<file path="src/rtl/tcpl_pkg.sv">
// Package for the three-class priority LIFO block.
// Holds sizes, codes, transaction structs and the memory address helper.
// No dependencies.
`default_nettype none

package tcpl_pkg;

  // Stack depth per class and derived widths.
  localparam int STACK_DEPTH = 16;
  localparam int CLASS_COUNT = 3;
  localparam int IDX_W       = (STACK_DEPTH > 1) ? $clog2(STACK_DEPTH) : 1;
  localparam int FILL_W      = $clog2(STACK_DEPTH + 1);
  localparam int MEM_DEPTH   = CLASS_COUNT * STACK_DEPTH;
  localparam int MEM_AW      = (MEM_DEPTH > 1) ? $clog2(MEM_DEPTH) : 1;
  localparam int TOTAL_W     = FILL_W + 2;

  // Function codes of an input transaction.
  localparam logic FUNC_PUSH  = 1'b0;
  localparam logic FUNC_SERVE = 1'b1;

  // Kind codes of a result transaction.
  localparam logic KIND_ENTRY  = 1'b0;
  localparam logic KIND_REJECT = 1'b1;

  // Priority class codes.
  localparam logic [1:0] CLS_HIGH = 2'd0;
  localparam logic [1:0] CLS_MID  = 2'd1;
  localparam logic [1:0] CLS_LOW  = 2'd2;

  typedef struct packed {
    logic        func;
    logic [1:0]  category;
    logic [15:0] item_id;
    logic signed [31:0] item_time;
    logic [5:0]  serve_count;
  } in_item_t;

  typedef struct packed {
    logic        kind;
    logic [1:0]  out_category;
    logic [15:0] out_id;
    logic signed [31:0] out_time;
    logic        last;
  } out_item_t;

  // One stored stack entry.
  typedef struct packed {
    logic [15:0] id;
    logic [31:0] stamp;
  } entry_t;

  // Control group from the sequencer to the entry memory.
  typedef struct packed {
    logic              wr_en;
    logic [MEM_AW-1:0] wr_addr;
    logic              rd_en;
    logic [MEM_AW-1:0] rd_addr;
  } mem_ctl_t;

  // Flat memory address of slot idx in the stack of class cls.
  function automatic logic [MEM_AW-1:0] mem_addr(input logic [1:0] cls,
                                                 input logic [IDX_W-1:0] idx);
    logic [MEM_AW+1:0] full;
    full = (MEM_AW+2)'(cls) * (MEM_AW+2)'(STACK_DEPTH) + (MEM_AW+2)'(idx);
    return full[MEM_AW-1:0];
  endfunction

endpackage

`default_nettype wire

</file>
<file path="src/rtl/tcpl_mem.sv">
// Entry memory shared by the three class stacks.
// One write port and one registered read port; uses tcpl_pkg.
`default_nettype none

module tcpl_mem
  import tcpl_pkg::*;
(
  input  wire logic     clk,
  input  wire mem_ctl_t ctl,
  input  wire entry_t   wr_data,
  output entry_t        rd_data
);

  entry_t mem [MEM_DEPTH];
  entry_t rd_data_r;

  // Write port.
  always_ff @(posedge clk) begin
    if (ctl.wr_en) begin
      mem[ctl.wr_addr] <= wr_data;
    end
  end

  // Registered read port; data holds until the next read.
  always_ff @(posedge clk) begin
    if (ctl.rd_en) begin
      rd_data_r <= mem[ctl.rd_addr];
    end
  end

  assign rd_data = rd_data_r;

endmodule

`default_nettype wire

</file>
<file path="src/rtl/three_class_priority_lifo.sv">
// Top level of the three-class priority LIFO block.
// Uses tcpl_pkg and the entry memory tcpl_mem.
//
// Usage:
//   The input channel (in_valid/in_ready/in_item) carries push and serve
//   transactions. A push stores (id, time) on the stack of its class (class
//   code 3 goes to the low stack). A push to a full stack gives one reject
//   transaction with last set. A serve pops up to serve_count entries, newest
//   first, from the high, then middle, then low stack; each popped entry is
//   one result transaction and the final one carries last.
//   Results leave on out_valid/out_ready/out_item through an output register.
//
// Sequencing:
//   A push that fits leaves the sequencer idle, so in_ready stays high.
//   A rejected push goes to the reject state, which waits for a free output
//   register. A serve visits a pop state, which reads the entry memory port,
//   then a load state, which moves the registered read data into the output
//   register, for each popped entry. A serve with nothing to pop stays idle.
//   in_ready is high only while the sequencer is idle.
//
// Reset (rst_n low, synchronous) empties all three stacks and the output
// register. When the receiver stalls, the sequencer waits with the next
// entry in the memory read register until the output register frees.
`default_nettype none

module three_class_priority_lifo
  import tcpl_pkg::*;
(
  input  wire logic      clk,
  input  wire logic      rst_n,
  input  wire logic      in_valid,
  output logic           in_ready,
  input  wire in_item_t  in_item,
  output logic           out_valid,
  input  wire logic      out_ready,
  output out_item_t      out_item
);

  typedef enum logic [3:0] {
    S_IDLE = 4'b0001,
    S_POP  = 4'b0010,
    S_LOAD = 4'b0100,
    S_REJ  = 4'b1000
  } state_t;

  state_t            state_r, state_nxt;
  logic [FILL_W-1:0] fill_r [CLASS_COUNT];
  logic [FILL_W-1:0] fill_nxt [CLASS_COUNT];
  logic [5:0]        want_r, want_nxt;
  logic [1:0]        cls_r, cls_nxt;
  logic              last_r, last_nxt;
  entry_t            hold_r, hold_nxt;
  logic              out_valid_r, out_valid_nxt;
  out_item_t         out_item_r, out_item_nxt;

  logic              in_fire;
  logic              out_free;
  logic [1:0]        push_cls;
  logic              push_full;
  logic [1:0]        pop_cls;
  logic [FILL_W-1:0] pop_top;
  logic [TOTAL_W-1:0] total;
  entry_t            in_entry;
  entry_t            rd_data;
  mem_ctl_t          mem_ctl;

  assign in_ready  = (state_r == S_IDLE);
  assign in_fire   = in_valid && in_ready;
  assign out_free  = !out_valid_r || out_ready;
  assign out_valid = out_valid_r;
  assign out_item  = out_item_r;

  // Class selection for a push (unused code maps to low) and for a pop.
  always_comb begin
    push_cls = (in_item.category inside {CLS_HIGH, CLS_MID}) ? in_item.category
                                                              : CLS_LOW;
    if (fill_r[CLS_HIGH] != '0) begin
      pop_cls = CLS_HIGH;
    end else if (fill_r[CLS_MID] != '0) begin
      pop_cls = CLS_MID;
    end else begin
      pop_cls = CLS_LOW;
    end
  end

  assign push_full = (fill_r[push_cls] == FILL_W'(STACK_DEPTH));
  assign pop_top   = fill_r[pop_cls] - 1'b1;
  assign total     = TOTAL_W'(fill_r[CLS_HIGH]) + TOTAL_W'(fill_r[CLS_MID])
                   + TOTAL_W'(fill_r[CLS_LOW]);
  assign in_entry  = '{id: in_item.item_id, stamp: in_item.item_time};

  // Memory control: write on an accepted push that fits, read on each pop.
  always_comb begin
    mem_ctl.wr_en   = in_fire && (in_item.func == FUNC_PUSH) && !push_full;
    mem_ctl.wr_addr = mem_addr(push_cls, fill_r[push_cls][IDX_W-1:0]);
    mem_ctl.rd_en   = (state_r == S_POP);
    mem_ctl.rd_addr = mem_addr(pop_cls, pop_top[IDX_W-1:0]);
  end

  tcpl_mem u_mem (
    .clk     (clk),
    .ctl     (mem_ctl),
    .wr_data (in_entry),
    .rd_data (rd_data)
  );

  // Sequencer and datapath next values.
  always_comb begin
    state_nxt     = state_r;
    fill_nxt      = fill_r;
    want_nxt      = want_r;
    cls_nxt       = cls_r;
    last_nxt      = last_r;
    hold_nxt      = hold_r;
    out_valid_nxt = out_valid_r && !out_ready;
    out_item_nxt  = out_item_r;

    case (state_r)
      S_IDLE: begin
        if (in_fire) begin
          if (in_item.func == FUNC_PUSH) begin
            if (push_full) begin
              cls_nxt   = push_cls;
              hold_nxt  = in_entry;
              state_nxt = S_REJ;
            end else begin
              fill_nxt[push_cls] = fill_r[push_cls] + 1'b1;
            end
          end else if ((in_item.serve_count != '0) && (total != '0)) begin
            want_nxt  = in_item.serve_count;
            state_nxt = S_POP;
          end
        end
      end
      S_POP: begin
        // Pop the newest entry of the highest non-empty class.
        fill_nxt[pop_cls] = pop_top;
        want_nxt          = want_r - 1'b1;
        cls_nxt           = pop_cls;
        last_nxt          = (want_r == 6'd1) || (total == TOTAL_W'(1));
        state_nxt         = S_LOAD;
      end
      S_LOAD: begin
        if (out_free) begin
          out_valid_nxt = 1'b1;
          out_item_nxt  = '{kind: KIND_ENTRY, out_category: cls_r,
                            out_id: rd_data.id, out_time: rd_data.stamp,
                            last: last_r};
          state_nxt     = last_r ? S_IDLE : S_POP;
        end
      end
      S_REJ: begin
        if (out_free) begin
          out_valid_nxt = 1'b1;
          out_item_nxt  = '{kind: KIND_REJECT, out_category: cls_r,
                            out_id: hold_r.id, out_time: hold_r.stamp,
                            last: 1'b1};
          state_nxt     = S_IDLE;
        end
      end
      default: begin
        state_nxt = S_IDLE;
      end
    endcase
  end

  // Control registers.
  always_ff @(posedge clk) begin
    if (!rst_n) begin
      state_r     <= S_IDLE;
      out_valid_r <= 1'b0;
      for (int i = 0; i < CLASS_COUNT; i++) begin
        fill_r[i] <= '0;
      end
    end else begin
      state_r     <= state_nxt;
      out_valid_r <= out_valid_nxt;
      fill_r      <= fill_nxt;
    end
  end

  // Payload registers.
  always_ff @(posedge clk) begin
    want_r     <= want_nxt;
    cls_r      <= cls_nxt;
    last_r     <= last_nxt;
    hold_r     <= hold_nxt;
    out_item_r <= out_item_nxt;
  end

`ifndef SYNTHESIS
  // No stack ever holds more than its depth.
  a_fill_bound: assert property (@(posedge clk) disable iff (!rst_n)
    (fill_r[CLS_HIGH] <= FILL_W'(STACK_DEPTH)) &&
    (fill_r[CLS_MID] <= FILL_W'(STACK_DEPTH)) &&
    (fill_r[CLS_LOW] <= FILL_W'(STACK_DEPTH)))
    else $error("stack fill count exceeds depth");

  // A push to a full stack leads to the reject state.
  a_full_rejects: assert property (@(posedge clk) disable iff (!rst_n)
    (in_fire && (in_item.func == FUNC_PUSH) && push_full) |=> (state_r == S_REJ))
    else $error("full push did not enter reject state");

  // A reject transaction is always the last of its input transaction.
  a_reject_last: assert property (@(posedge clk) disable iff (!rst_n)
    (out_valid_r && (out_item_r.kind == KIND_REJECT)) |-> out_item_r.last)
    else $error("reject transaction without last");

  // A pop is only started while some stack holds an entry.
  a_pop_nonempty: assert property (@(posedge clk) disable iff (!rst_n)
    (state_r == S_POP) |-> (total != '0))
    else $error("pop from empty stacks");

  // A loaded entry from the memory appears as an entry transaction.
  a_load_kind: assert property (@(posedge clk) disable iff (!rst_n)
    ((state_r == S_LOAD) && out_free) |=>
      (out_valid_r && (out_item_r.kind == KIND_ENTRY)))
    else $error("entry load did not produce an entry transaction");
`endif

endmodule

`default_nettype wire
</file>
<file path="config.mk">
export PLATFORM = sky130hd
export DESIGN_NAME = three_class_priority_lifo
export DESIGN_NICKNAME = d
export VERILOG_FILES = /design/src/rtl/tcpl_pkg.sv /design/src/rtl/tcpl_mem.sv /design/src/rtl/three_class_priority_lifo.sv
export SDC_FILE = /design/constraint.sdc
export NUM_CORES = 2
export LEC_CHECK = 0
export ABC_AREA = 0
export BUFFER_PORTS_ARGS = -buffer_cell sky130_fd_sc_hd__buf_2
export CAP_MARGIN = 20
export CORE_MARGIN = 8
export CORE_UTILIZATION = 55
export CTS_CLUSTER_DIAMETER = 120
export DETAILED_ROUTE_END_ITERATION = 10
export GPL_TIMING_DRIVEN = 0
export PLACE_DENSITY = 0.71
export SYNTH_ARGS = -nofsm -noshare
export SYNTH_HDL_FRONTEND = slang
export SYNTH_HIERARCHICAL = 1
export SYNTH_SLANG_ARGS = --single-unit
</file>
<file path="constraint.sdc">
create_clock -name clk -period 17.4 [get_ports clk]
set_input_delay 1.74 -clock clk [delete_from_list [all_inputs] [get_ports clk]]
set_output_delay 1.74 -clock clk [all_outputs]
set_load 0.01 [all_outputs]
</file>
==> flow_summary.yaml <==
outcome:
  outcome: "complete, no violations"
clocking:
  cts_resized: 0
  cts_tree: "built"
  clock_tree.htree_level_count: 4
  cts-hold-fix-buffers: 0
  clock_latency_of_the_later_clocked_register_in_the_worst_skew_pair_ns: 0.91
  post_cts_setup_buffers: 0
  clock-root-buffer: "sky130_fd_sc_hd__clkbuf_16"
  register_clock_pin_slew_on_the_reported_worst_setup_and_hold_paths_ns: 0.06
  clockBufferDepth: 3
  numCtsBuffers: 232
  cts.sink_count: 2481
worst_setup_path:
  cp-start-kind: "flop"
  endpoint_kind: "flop"
  worst-path-max-fanout: 10
  timing_worst_setup_path_type: "reg2reg"
  worst_ep_arrival_time_ns: 6.25
  worst_r2r_endpoint: "u_mem/rd_data[5]"
  crit-reg2reg-launch: "fill_r[9]"
  worst-r2r-cell-count: 16
  ff2ff_setup_slack_ns: 11.80
  timing.critical_path.required_ns: 18.04
floorplanning:
  starting_utilization_of_the_core_area: 0.554
  die-area_um2: 187000
  die-width_um: 432
  core_area_um2: 172000
  chipHeight_um: 432
  io_pins: 115
  placementRows: 152
flow_run:
  maxCapViolations: 0
logic_synthesis:
  yosys_most_used_dff: "sky130_fd_sc_hd__edfxtp_1"
  synth.top_cell.area_share: 0.777
  synthArstFlopShare: 0
  yosysTopAreaCell: "sky130_fd_sc_hd__edfxtp_1"
  synthMostInstantiatedCell: "sky130_fd_sc_hd__edfxtp_1"
  netlist_instances: 4241
  synth_cell_types: 74
  ys.warnings.count: 6
  synth-seq-area-share: 0.781
  synth-edff-count: 2461
  synthesis.nets: 4317
  synth_seq_cells: 2481
  post_synth_most_frequent_cells: "sky130_fd_sc_hd__edfxtp_1 (2461), sky130_fd_sc_hd__mux4_2 (557), sky130_fd_sc_hd__mux2i_1 (175), sky130_fd_sc_hd__nor2_1 (102), sky130_fd_sc_hd__o22ai_1 (101)"
  syn-mean-instance-area_um2: 22.4
  mappedNetlistArea_um2: 95100
  post_synth_main_area_contributors: "sky130_fd_sc_hd__edfxtp_1 (78%), sky130_fd_sc_hd__mux4_2 (13%), sky130_fd_sc_hd__mux2i_1 (1.8%)"
routing:
  max_used_layer: "met5"
  drc_errors: 0
  routed_met3_length_um: 28300
  count_of_routing_violations_after_the_opening_detailed_route_iteration: 6400
  vias_per_cell: 6.64
  routed_wire_length_per_instance_um: 35.2
  m1WireLength_um: 91500
  route.antenna.remaining_nets: 0
  totalWireLength_um: 254000
  dr_wl_met2_um: 121000
  via_count: 48000
  dr.pass1.iters: 6
grt:
  antenna_found_initial: 6
  first_pass_grt_wire_length_um: 356000
  via_count_of_the_first_global_routing_pass: 47600
  grtUsageTotal: 0.270
  grt_overflow: 0
  pin_count_of_the_biggest_net_entering_global_routing: 50
power:
  power.internal_mw: 10.8
  pwr-share-seq: 0.433
  netSwitchingFraction: 0.296
  worst_ir_drop_vdd_mv: 0.116
  leakage_nw: 35.2
  total_power_mw: 15.4
  power_per_cell_area_nw_per_um2: 142
  combinationalPowerShare: 0.247
  p_clk_frac: 0.320
  switchingPower_mw: 4.57
layout:
  final_core_utilization: 0.633
  final_net_count: 4788
  layout-area-overhead-vs-synth_pct: 14.3
  finalInstanceArea_um2: 109000
  post_layout_nonfiller_instances: 7221
  final_layout_size_suffix_gt1_frac: 0.286
sta:
  min_period_ns: 5.60
  worst_pin_slew_ns: 1.18
  whs_ns: 0.448
  hold_viol: 0
  rsz0062_at_grt: "false"
  min_period_over_period: 0.322
  report.final.setup_viol: 0
  relSlewSlack: 0.214
  fmax_ghz: 0.178
  timing.clock.skew_ns: 0.0849
  totalNegativeSetupSlack_ns: 0
  post-route-worst-setup-slack_ns: 11.80
  report.final.slew_viol_count: 0
place:
  buffer_ports.inserted: 111
  placed_cells: 6786
  preCtsSetupSlack_ns: 11.06
  gpl.final_weighted_congestion: 0.826
  placement.cell_area_um2: 101000
  place.detailed.hpwl_um: 167000
min_path:
  worst_hold_path.num_cells: 0
  holdPathEnd: "out_item[50]"
  hold_start: "cls_r[1]"
  hold_path.class: "reg2reg"
per-layer routing:
metal / up-vias / track usage
met3: 558 / 0.0607
met1: 25400 / 0.364
met2: 3049 / 0.429
li1: 18900 / -
met4: 4 / 0.116
met5: - / 0
sequential cells by signal (all words and copies together) (netlist names):
register,cells
u_mem/rd_data,48
out_item,52
u_mem/mem,2304
cls_r,2
want_r,6
fill_r,15
state_r,4
hold_r,48
last_r,1
out_valid,1
final cells by class:
cell class | instances | area [µm²]
Antenna cell | 1 | 2.50
Buffer | 230 | 1240
Clock buffer | 291 | 6050
Clock inverter | 141 | 1370
Fill cell | 11200 | 63000
Inverter | 16 | 65.1
Multi-Input combinational cell | 1514 | 19900
Sequential cell | 2481 | 74300
Tap cell | 2310 | 2890
Timing Repair Buffer | 237 | 2970
critical path: stages (launching register included):
cell and delay, ns:
sky130_fd_sc_hd__dfxtp_1 0.39, sky130_fd_sc_hd__or4_4 0.58, sky130_fd_sc_hd__nor2_2 0.26, sky130_fd_sc_hd__a21oi_1 0.12, sky130_fd_sc_hd__nor2_1 0.10, sky130_fd_sc_hd__nor2_1 0.06
sky130_fd_sc_hd__ha_1 0.23, sky130_fd_sc_hd__xnor2_1 0.42, sky130_fd_sc_hd__buf_2 0.47, sky130_fd_sc_hd__buf_4 0.28, sky130_fd_sc_hd__buf_2 0.39, sky130_fd_sc_hd__clkbuf_1 0.76
sky130_fd_sc_hd__mux4_2 0.42, sky130_fd_sc_hd__mux2i_1 0.36, sky130_fd_sc_hd__o22ai_1 0.23, sky130_fd_sc_hd__a21oi_1 0.18, sky130_fd_sc_hd__o21ai_1 0.08
logic make-up after synthesis:
logic type | share of synthesized area
buffers and inverters | 0.0137
xor gates and xnor gates | 0.00120
muxes | 0.160
AOI/OAI and AO/OA | 0.0269
adders and majority gates | 0.00245
and+or+nand+nor | 0.0149
DFF | 0.781
power groups by stage:
stage	combinational (mW)	sequential, mW	clock, mW
3_5_place_dp	3.74	6.80	0
3_3_place_gp	3.67	6.81	0
6_report	3.81	6.68	4.93
5_1_grt	3.92	6.68	5.20
4_1_cts	3.77	6.68	4.98
2_1_floorplan	2.28	6.80	0
worst max path at each step:
stage	startpoint	to	slack (ns)	depth (start not counted)
detailed placement	in_item[55]	u_mem/mem[34][47]	11.06	13
global route	fill_r[9]	u_mem/rd_data[5]	11.68	16
floorplan	in_item[55]	u_mem/mem[32][0]	10.14	9
CTS	fill_r[9]	u_mem/rd_data[5]	11.88	16
finish	fill_r[9]	u_mem/rd_data[5]	11.80	16
global placement	in_item[55]	u_mem/mem[32][46]	3.72	9
layout by cell type, fill, tap and decap left out, types with 48 or more instances in the layout:
cell	instances
sky130_fd_sc_hd__edfxtp_1	2461
sky130_fd_sc_hd__mux4_2	557
sky130_fd_sc_hd__clkbuf_16	233
sky130_fd_sc_hd__mux2i_1	175
sky130_fd_sc_hd__clkbuf_1	156
sky130_fd_sc_hd__buf_2	156
sky130_fd_sc_hd__o22ai_1	101
sky130_fd_sc_hd__a21oi_1	100
sky130_fd_sc_hd__mux2_2	80
sky130_fd_sc_hd__buf_12	74
sky130_fd_sc_hd__nand2_1	61
sky130_fd_sc_hd__nor2_1	57
sky130_fd_sc_hd__clkinv_1	56
sky130_fd_sc_hd__o21ai_0	48
Note: power is estimated with default switching activity, not from simulation.
